$ cat src/sv/wms_pkg.sv
// Shared types and constants for the dual-channel window statistics block.
`timescale 1ns / 1ps
package wms_pkg;

    localparam int VAL_W   = 12;
    localparam int SUM_W   = 27;
    localparam int CNT_W   = 16;
    localparam int SHIFT_W = 4;
    localparam int CHAN_W  = 4;

    localparam int IN_DATA_W  = 16;
    localparam int OUT_DATA_W = 104;

    localparam logic [VAL_W-1:0]   VAL_MAX       = 12'hFFF;
    localparam logic [SHIFT_W-1:0] SHIFT_RESET   = 4'd4;
    localparam logic [SHIFT_W-1:0] SHIFT_MIN     = 4'd1;
    localparam logic [4:0]         CNT_FULL_LOG2 = 5'd16;

    localparam logic KIND_SAMPLE = 1'b0;
    localparam logic KIND_READ   = 1'b1;

    localparam logic [CHAN_W-1:0] CHAN_0 = 4'd0;
    localparam logic [CHAN_W-1:0] CHAN_1 = 4'd1;

    typedef struct packed {
        logic [SUM_W-1:0] sum;
        logic [VAL_W-1:0] max;
        logic [VAL_W-1:0] min;
    } t_stats;

    typedef struct packed {
        logic             sample;
        logic             read_clr;
        logic [VAL_W-1:0] value;
        logic [CNT_W-1:0] win_len;
    } t_chan_ctrl;

endpackage

$ cat src/sv/wms_chan.sv
// Per-channel running and latched minimum, maximum and sum over a window.
`timescale 1ns / 1ps
module wms_chan (
    input  logic                i_clk,
    input  logic                i_rst_n,
    input  wms_pkg::t_chan_ctrl i_ctrl,
    output wms_pkg::t_stats     o_latched
);
    import wms_pkg::*;

    logic [SUM_W-1:0] r_run_sum, n_run_sum;
    logic [CNT_W-1:0] r_count, n_count;
    logic [VAL_W-1:0] r_run_min, n_run_min;
    logic [VAL_W-1:0] r_run_max, n_run_max;
    t_stats           r_lat, n_lat;

    logic [SUM_W-1:0] w_sum_inc;
    logic [CNT_W-1:0] w_cnt_inc;
    logic [VAL_W-1:0] w_min_upd;
    logic [VAL_W-1:0] w_max_upd;

    assign w_sum_inc = r_run_sum + SUM_W'(i_ctrl.value);
    assign w_cnt_inc = r_count + CNT_W'(1);
    assign w_min_upd = (i_ctrl.value < r_run_min) ? i_ctrl.value : r_run_min;
    assign w_max_upd = (i_ctrl.value > r_run_max) ? i_ctrl.value : r_run_max;

    always_comb begin
        n_run_sum = r_run_sum;
        n_count   = r_count;
        n_run_min = r_run_min;
        n_run_max = r_run_max;
        n_lat     = r_lat;
        if (i_ctrl.sample) begin
            if (w_cnt_inc >= i_ctrl.win_len) begin
                // window complete: latch and restart
                n_lat.sum = w_sum_inc;
                n_lat.min = w_min_upd;
                n_lat.max = w_max_upd;
                n_run_sum = '0;
                n_count   = '0;
                n_run_min = VAL_MAX;
                n_run_max = '0;
            end else begin
                n_run_sum = w_sum_inc;
                n_count   = w_cnt_inc;
                n_run_min = w_min_upd;
                n_run_max = w_max_upd;
            end
        end
        if (i_ctrl.read_clr) begin
            n_lat.min = VAL_MAX;
            n_lat.max = '0;
        end
    end

    always_ff @(posedge i_clk) begin
        if (!i_rst_n) begin
            r_run_sum <= '0;
            r_count   <= '0;
            r_run_min <= VAL_MAX;
            r_run_max <= '0;
            r_lat.sum <= '0;
            r_lat.min <= VAL_MAX;
            r_lat.max <= '0;
        end else begin
            r_run_sum <= n_run_sum;
            r_count   <= n_count;
            r_run_min <= n_run_min;
            r_run_max <= n_run_max;
            r_lat     <= n_lat;
        end
    end

    assign o_latched = r_lat;

endmodule

$ cat src/sv/dual_channel_window_min_max_sum_core.sv
// Top level: input register, two channel statistics units and result register.
//
// Usage:
//   Slave stream carries sample and read items; tuser says which. A sample on
//   channel 0 or 1 updates that channel's running sum, count, minimum and
//   maximum; once the count reaches 2^(16 - window_shift) the three values
//   are latched and the running set restarts. Samples on other channels are
//   dropped. A read item yields one result item on the master stream with
//   both channels' latched minimum, maximum and sum, then clears the latched
//   minima to 4095 and maxima to 0 (sums are kept).
//   A read item passes the input register and then the result register before
//   it shows on the master side; a stall can hold it between the two.
//   Throughput: one item per cycle unless a read waits for output space.
//   Reset clears all statistics, sets window_shift to 4 and empties both
//   registers. When the receiver stalls, the result register holds; samples
//   keep flowing, and a read waits in the input register until the result
//   register frees, which then holds off the slave side. The user must write
//   window_shift (i_cfg_wr_en / i_cfg_wr_data) only while idle; not enforced.
`timescale 1ns / 1ps
module dual_channel_window_min_max_sum_core (
    input  logic                             i_clk,
    input  logic                             i_rst_n,
    input  logic                             i_cfg_wr_en,
    input  logic [wms_pkg::SHIFT_W-1:0]      i_cfg_wr_data,
    input  logic                             s_axis_tvalid,
    output logic                             s_axis_tready,
    // tdata: sample_channel[3:0], sample_value[15:4]
    input  logic [wms_pkg::IN_DATA_W-1:0]    s_axis_tdata,
    // tuser: kind
    input  logic                             s_axis_tuser,
    output logic                             m_axis_tvalid,
    input  logic                             m_axis_tready,
    // tdata: ch0_min[11:0], ch0_max[23:12], ch0_sum[50:24],
    //        ch1_min[62:51], ch1_max[74:63], ch1_sum[101:75], zero[103:102]
    output logic [wms_pkg::OUT_DATA_W-1:0]   m_axis_tdata
);
    import wms_pkg::*;

    logic [SHIFT_W-1:0]    r_window_shift;
    logic                  r_in_valid;
    logic                  r_in_kind;
    logic [CHAN_W-1:0]     r_in_chan;
    logic [VAL_W-1:0]      r_in_value;
    logic                  r_out_valid;
    logic [OUT_DATA_W-1:0] r_out_data;

    logic                  w_accept;
    logic                  w_advance;
    logic                  w_read;
    logic [SHIFT_W-1:0]    w_eff_shift;
    logic [CNT_W-1:0]      w_win_len;
    t_chan_ctrl            w_ctrl0, w_ctrl1;
    t_stats                w_lat0, w_lat1;

    // shift of zero behaves as one
    assign w_eff_shift = (r_window_shift == '0) ? SHIFT_MIN : r_window_shift;
    assign w_win_len   = CNT_W'(17'd1 << (CNT_FULL_LOG2 - 5'(w_eff_shift)));

    // a sample never waits; a read waits for a free result register
    assign w_advance = r_in_valid &&
                       (r_in_kind == KIND_SAMPLE || !r_out_valid || m_axis_tready);
    assign w_read    = w_advance && r_in_kind == KIND_READ;

    assign s_axis_tready = !r_in_valid || w_advance;
    assign w_accept      = s_axis_tvalid && s_axis_tready;

    always_comb begin
        w_ctrl0.sample   = w_advance && r_in_kind == KIND_SAMPLE && r_in_chan == CHAN_0;
        w_ctrl0.read_clr = w_read;
        w_ctrl0.value    = r_in_value;
        w_ctrl0.win_len  = w_win_len;
        w_ctrl1.sample   = w_advance && r_in_kind == KIND_SAMPLE && r_in_chan == CHAN_1;
        w_ctrl1.read_clr = w_read;
        w_ctrl1.value    = r_in_value;
        w_ctrl1.win_len  = w_win_len;
    end

    wms_chan u_chan0 (
        .i_clk     (i_clk),
        .i_rst_n   (i_rst_n),
        .i_ctrl    (w_ctrl0),
        .o_latched (w_lat0)
    );

    wms_chan u_chan1 (
        .i_clk     (i_clk),
        .i_rst_n   (i_rst_n),
        .i_ctrl    (w_ctrl1),
        .o_latched (w_lat1)
    );

    always_ff @(posedge i_clk) begin
        if (!i_rst_n) begin
            r_window_shift <= SHIFT_RESET;
        end else if (i_cfg_wr_en) begin
            r_window_shift <= i_cfg_wr_data;
        end
    end

    always_ff @(posedge i_clk) begin
        if (!i_rst_n) begin
            r_in_valid <= 1'b0;
        end else if (w_accept) begin
            r_in_valid <= 1'b1;
        end else if (w_advance) begin
            r_in_valid <= 1'b0;
        end
    end

    always_ff @(posedge i_clk) begin
        if (w_accept) begin
            r_in_kind  <= s_axis_tuser;
            r_in_chan  <= s_axis_tdata[CHAN_W-1:0];
            r_in_value <= s_axis_tdata[CHAN_W +: VAL_W];
        end
    end

    always_ff @(posedge i_clk) begin
        if (!i_rst_n) begin
            r_out_valid <= 1'b0;
        end else if (w_read) begin
            r_out_valid <= 1'b1;
        end else if (m_axis_tready) begin
            r_out_valid <= 1'b0;
        end
    end

    always_ff @(posedge i_clk) begin
        if (w_read) begin
            r_out_data <= {2'b00,
                           w_lat1.sum, w_lat1.max, w_lat1.min,
                           w_lat0.sum, w_lat0.max, w_lat0.min};
        end
    end

    assign m_axis_tvalid = r_out_valid;
    assign m_axis_tdata  = r_out_data;

    // a read always produces a result in the next cycle
    a_read_gives_result: assert property (@(posedge i_clk) disable iff (!i_rst_n)
        w_read |=> m_axis_tvalid)
        else $error("read item did not produce a result");

    // a fresh result only ever comes from a read item
    a_result_from_read: assert property (@(posedge i_clk) disable iff (!i_rst_n)
        $rose(m_axis_tvalid) |-> $past(w_read))
        else $error("result appeared without a read item");

    // a read leaves both channels' latched extremes cleared
    a_read_clears: assert property (@(posedge i_clk) disable iff (!i_rst_n)
        w_read |=> (w_lat0.min == VAL_MAX && w_lat0.max == '0 &&
                    w_lat1.min == VAL_MAX && w_lat1.max == '0))
        else $error("latched minimum or maximum not cleared after read");

    // samples are never held back by a stalled result register
    a_sample_flows: assert property (@(posedge i_clk) disable iff (!i_rst_n)
        r_in_valid && r_in_kind == KIND_SAMPLE |-> s_axis_tready)
        else $error("sample item stalled");

endmodule
$ cat config.mk
export PLATFORM = sky130hd
export DESIGN_NAME = dual_channel_window_min_max_sum_core
export DESIGN_NICKNAME = d
export VERILOG_FILES = /design/src/sv/wms_pkg.sv /design/src/sv/wms_chan.sv /design/src/sv/dual_channel_window_min_max_sum_core.sv
export SDC_FILE = /design/constraint.sdc
export NUM_CORES = 1
export LEC_CHECK = 0
export BUFFER_PORTS_ARGS = -buffer_cell sky130_fd_sc_hd__buf_2
export CAP_MARGIN = 0
export CORE_ASPECT_RATIO = 1.25
export CORE_MARGIN = 2
export CORE_UTILIZATION = 54
export DETAILED_ROUTE_END_ITERATION = 7
export HOLD_SLACK_MARGIN = 0.15
export PLACE_DENSITY = 0.76
export SLEW_MARGIN = 0
export SYNTH_ARGS = -nofsm -noshare
export SYNTH_HDL_FRONTEND = slang
export SYNTH_SLANG_ARGS = --single-unit
$ cat constraint.sdc
create_clock -name i_clk -period 5.1 [get_ports i_clk]
set_clock_uncertainty 0.15 [all_clocks]
set_input_delay 0.51 -clock i_clk [delete_from_list [all_inputs] [get_ports i_clk]]
set_output_delay 0.51 -clock i_clk [all_outputs]
set_load 0.05 [all_outputs]
==> flow_summary.json <==
{
  "grt_most_used_layer": "met2",
  "register_area_um2": 8418,
  "layout.cells.most_common_list": "dfxtp_1 (242), a21oi_1 (142), nand2_1 (135), buf_2 (129), nor2_1 (123)",
  "gr-usage-met2_pct": 39.60,
  "grt_setup_unrepaired": "false",
  "fraction_of_layout_cells_with_a_size_suffix_above_1_pct": 13.23,
  "most_common_cell_after_layout_fill_and_taps_aside": "dfxtp_1",
  "timing.final.max_slew_violations": 0,
  "total_power_w": 0.006200,
  "drt_iter0_markers": 873,
  "core_region_area_um2": 30900,
  "cp.arrival_ns": 4.72,
  "syn_area_per_cell_um2": 10.09,
  "cts.repair_timing.setup_buffer_count": 0,
  "dr.pass1.iters": 7,
  "yosys_warnings": 0,
  "multi_input_gate_area_in_the_final_layout_um2": 7844,
  "hpwl_mm": 25.70,
  "die_width_um": 162.3,
  "fill_cells": 2478,
  "drc": 0,
  "critPathLaunchType": "flop",
  "timing.max_slew.rel_slack_pct": 35.45,
  "synthesis.area_um2": 16910,
  "cell_internal_pwr_w": 0.004799,
  "top_level_ports": 132,
  "floorplan.initialDensity_pct": 54.73,
  "globalRouteMet3Util_pct": 4.392,
  "worstSetupPathType": "reg2reg",
  "synth.yosys.seq_area_share_pct": 49.77,
  "report.final.hold_viol_count": 0,
  "synth_largest_type_area_fraction_pct": 28.65,
  "grt_max_degree": 106,
  "wl_per_cell_um": 17.42,
  "power.share.sequential_pct": 49.0,
  "worst_slew_pin_slew_ns": 0.9683,
  "asyncSetResetFlopFracSynth_pct": 0,
  "rows": 72,
  "post_dp_cell_area_um2": 17860,
  "power_switching_w": 0.001401,
  "clkPwrFrac_pct": 45.0,
  "areaGrowthSynthToFinish_pct": 14.35,
  "gp_congestion": 0.8697,
  "worst_skew_pair.late_latency_ns": 0.54,
  "grt_util_met1_pct": 29.08,
  "route.detailed.vias_per_inst": 5.839,
  "global_route_wire_length_before_repair_mm": 61.87,
  "htree_levels": 2,
  "timing.final.crit_period_ns": 4.479,
  "total_leakage_power_nw": 7.800,
  "yosysTopAreaCell": "dfxtp_1",
  "ys_seq_elements": 361,
  "clockBufferDepth": 3,
  "detail-route-antenna-nets": 0,
  "path_max_fanout": 42,
  "drt-total-wl_mm": 38.70,
  "syn_inst": 1676,
  "totalNegativeSetupSlack_ns": 0,
  "synth.area.top_cells": "dfxtp_1 (29%), edfxtp_1 (21%), ha_1 (7.7%)",
  "synth.distinct_cells": 73,
  "antenna-diode-count": 0,
  "antenna_found_initial": 1,
  "synth_edf_count": 119,
  "clockRootBuffer": "clkbuf_16",
  "hold_crit_class": "in2reg",
  "setup_viol_count_final": 0,
  "synth_flop_cell": "dfxtp_1",
  "worstSetupEndpointType": "flop",
  "grt_use_total_pct": 23.29,
  "route.vias.total": 12970,
  "result_of_the_run": "completed",
  "grt-ovfl-total": 0,
  "switching_share_pct": 22.60,
  "p_per_area_nw_per_um2": 320.6,
  "maxCapViolCount": 0,
  "power.share.combinational_pct": 6.0,
  "clkSinkCount": 361,
  "worst_ir_drop_vdd_uv": 254.9,
  "finalCritPeriodShare_pct": 87.82,
  "achievable-frequency_mhz": 223.3,
  "postCtsHoldBufs": 23,
  "required_arrival_time_at_the_worst_endpoint_ns": 5.34,
  "register_clock_pin_slew_on_the_reported_worst_setup_and_hold_paths_ns": 0.07,
  "post-route-cell-area_um2": 19340,
  "cts_tree": "built",
  "fin_nets": 1918,
  "first_global_vias": 12490,
  "numCtsBuffers": 36,
  "port_buffers": 129,
  "die-area_um2": 32760,
  "floorplan.die.height_um": 201.9,
  "post_cts_resize_count": 0
}
[power groups by stage]
stage	clock [W]	combinational (W)	sequential [W]
after floorplan	0	0.000203	0.00315
after global placement	0	0.000345	0.00310
after detailed placement	0	0.000354	0.00310
after CTS	0.00283	0.000371	0.00304
after global routing	0.00294	0.000403	0.00304
final	0.00279	0.000373	0.00304
[cell usage after synthesis (all sizes together), types with 4 or more instances]
master and n:
dfxtp 242, a21oi 143, nand2 135, nor2 127
edfxtp 119, ha 104, mux2i 72, clkbuf 70
o21ai 66, inv 60, nand3 50, nor3 44
a211oi 40, buf 39, xnor2 37, xor2 35
o211ai 27, nand4 24, a22oi 22, and3 20
a22o 15, o211a 15, a21o 13, a31oi 12
and2 12, o32ai 12, nor2b 11, nand2b 10
or2 9, a311oi 8, o21a 6, o31ai 6
or3 6, a211o 5, a41oi 5, and4 5
o22ai 5, or4 5, nor3b 4, o221a 4
[worst paths after layout]
path	start	to	slack, ns	depth (start not counted)
worst min-delay path	i_cfg_wr_en	r_window_shift[3]$_SDFFE_PN0P_	0.17	3
worst max register to register	u_chan1.r_count[0]$_SDFFE_PN0P_	u_chan1.o_latched[30]$_SDFFE_PN0P_	0.62	14
worst min register to register	u_chan1.o_latched[36]$_SDFFE_PN0P_	m_axis_tdata[87]$_DFFE_PP_	0.28	0
worst max-delay path	u_chan1.r_count[0]$_SDFFE_PN0P_	u_chan1.o_latched[30]$_SDFFE_PN0P_	0.62	14
[sequential cells by signal (all words and copies together), names as in the netlist]
register / count
u_chan1.r_run_sum: 27
u_chan0.o_latched: 51
u_chan1.r_run_max: 12
r_in_value: 12
u_chan0.r_run_sum: 27
r_in_valid: 1
u_chan0.r_count: 16
u_chan1.r_count: 16
m_axis_tdata: 102
r_in_kind: 1
u_chan0.r_run_max: 12
u_chan0.r_run_min: 12
r_window_shift: 4
m_axis_tvalid: 1
u_chan1.o_latched: 51
r_in_chan: 4
u_chan1.r_run_min: 12
[through the flow]
stage | utilization [%] | std cells | setup WS [ns] | hold slack, ns
global placement | 57.81 | 2132 | 0.8429 | 0.2641
floorplan | - | 1679 | 1.123 | 0.2530
finish | 62.59 | 2221 | 0.6214 | 0.1743
global route | 62.59 | 2221 | 0.2666 | 0.1744
detailed placement | 57.81 | 2132 | 0.6685 | 0.2643
CTS | 62.59 | 2221 | 0.6471 | 0.1619
[per-layer routing]
layer	up-vias	share of wire [%]
met1	6129	43
met5	-	0
met3	88	5.9
met2	391	48
li1	6361	-
met4	0	3.6
[critical path: stages (launching register included)]
cell and delay, ns:
dfxtp_1 0.43, ha_1 0.26, and3_1 0.25, and3_1 0.30, nand3_1 0.17, nor2_1 0.23
xor2_1 0.11, ha_1 0.30, nand4_1 0.13, a211oi_1 0.24, a211o_1 0.47, and2_2 0.68
buf_12 0.31, mux2i_1 0.23, nor2_1 0.06
[layout make-up]
| cell class | instances | share of cell area (%) |
|---|---|---|
| repair buffers | 178 | 5.667 |
| flip-flops and latches | 361 | 43.53 |
| multi-input cells | 1149 | 40.56 |
| well taps | 407 | 2.633 |
| clock buffers | 49 | 5.176 |
| clock inverters | 17 | 1.268 |
| inverters | 60 | 1.171 |
[logic make-up (layout without fill, tap and decap cells)]
logic type | count (synthesis) | after routing | share of synthesized area (%)
and+or+nand+nor | 465 | 465 | 12.81
other | 1 | 4 | 0.02217
adders and majority gates | 106 | 106 | 7.931
DFF | 361 | 361 | 49.77
AOI/OAI and AO/OA | 430 | 430 | 17.36
muxes | 72 | 72 | 4.261
xor gates and xnor gates | 72 | 72 | 3.729
buffers and inverters | 169 | 304 | 4.113
Note: power is estimated with default switching activity, not from simulation.
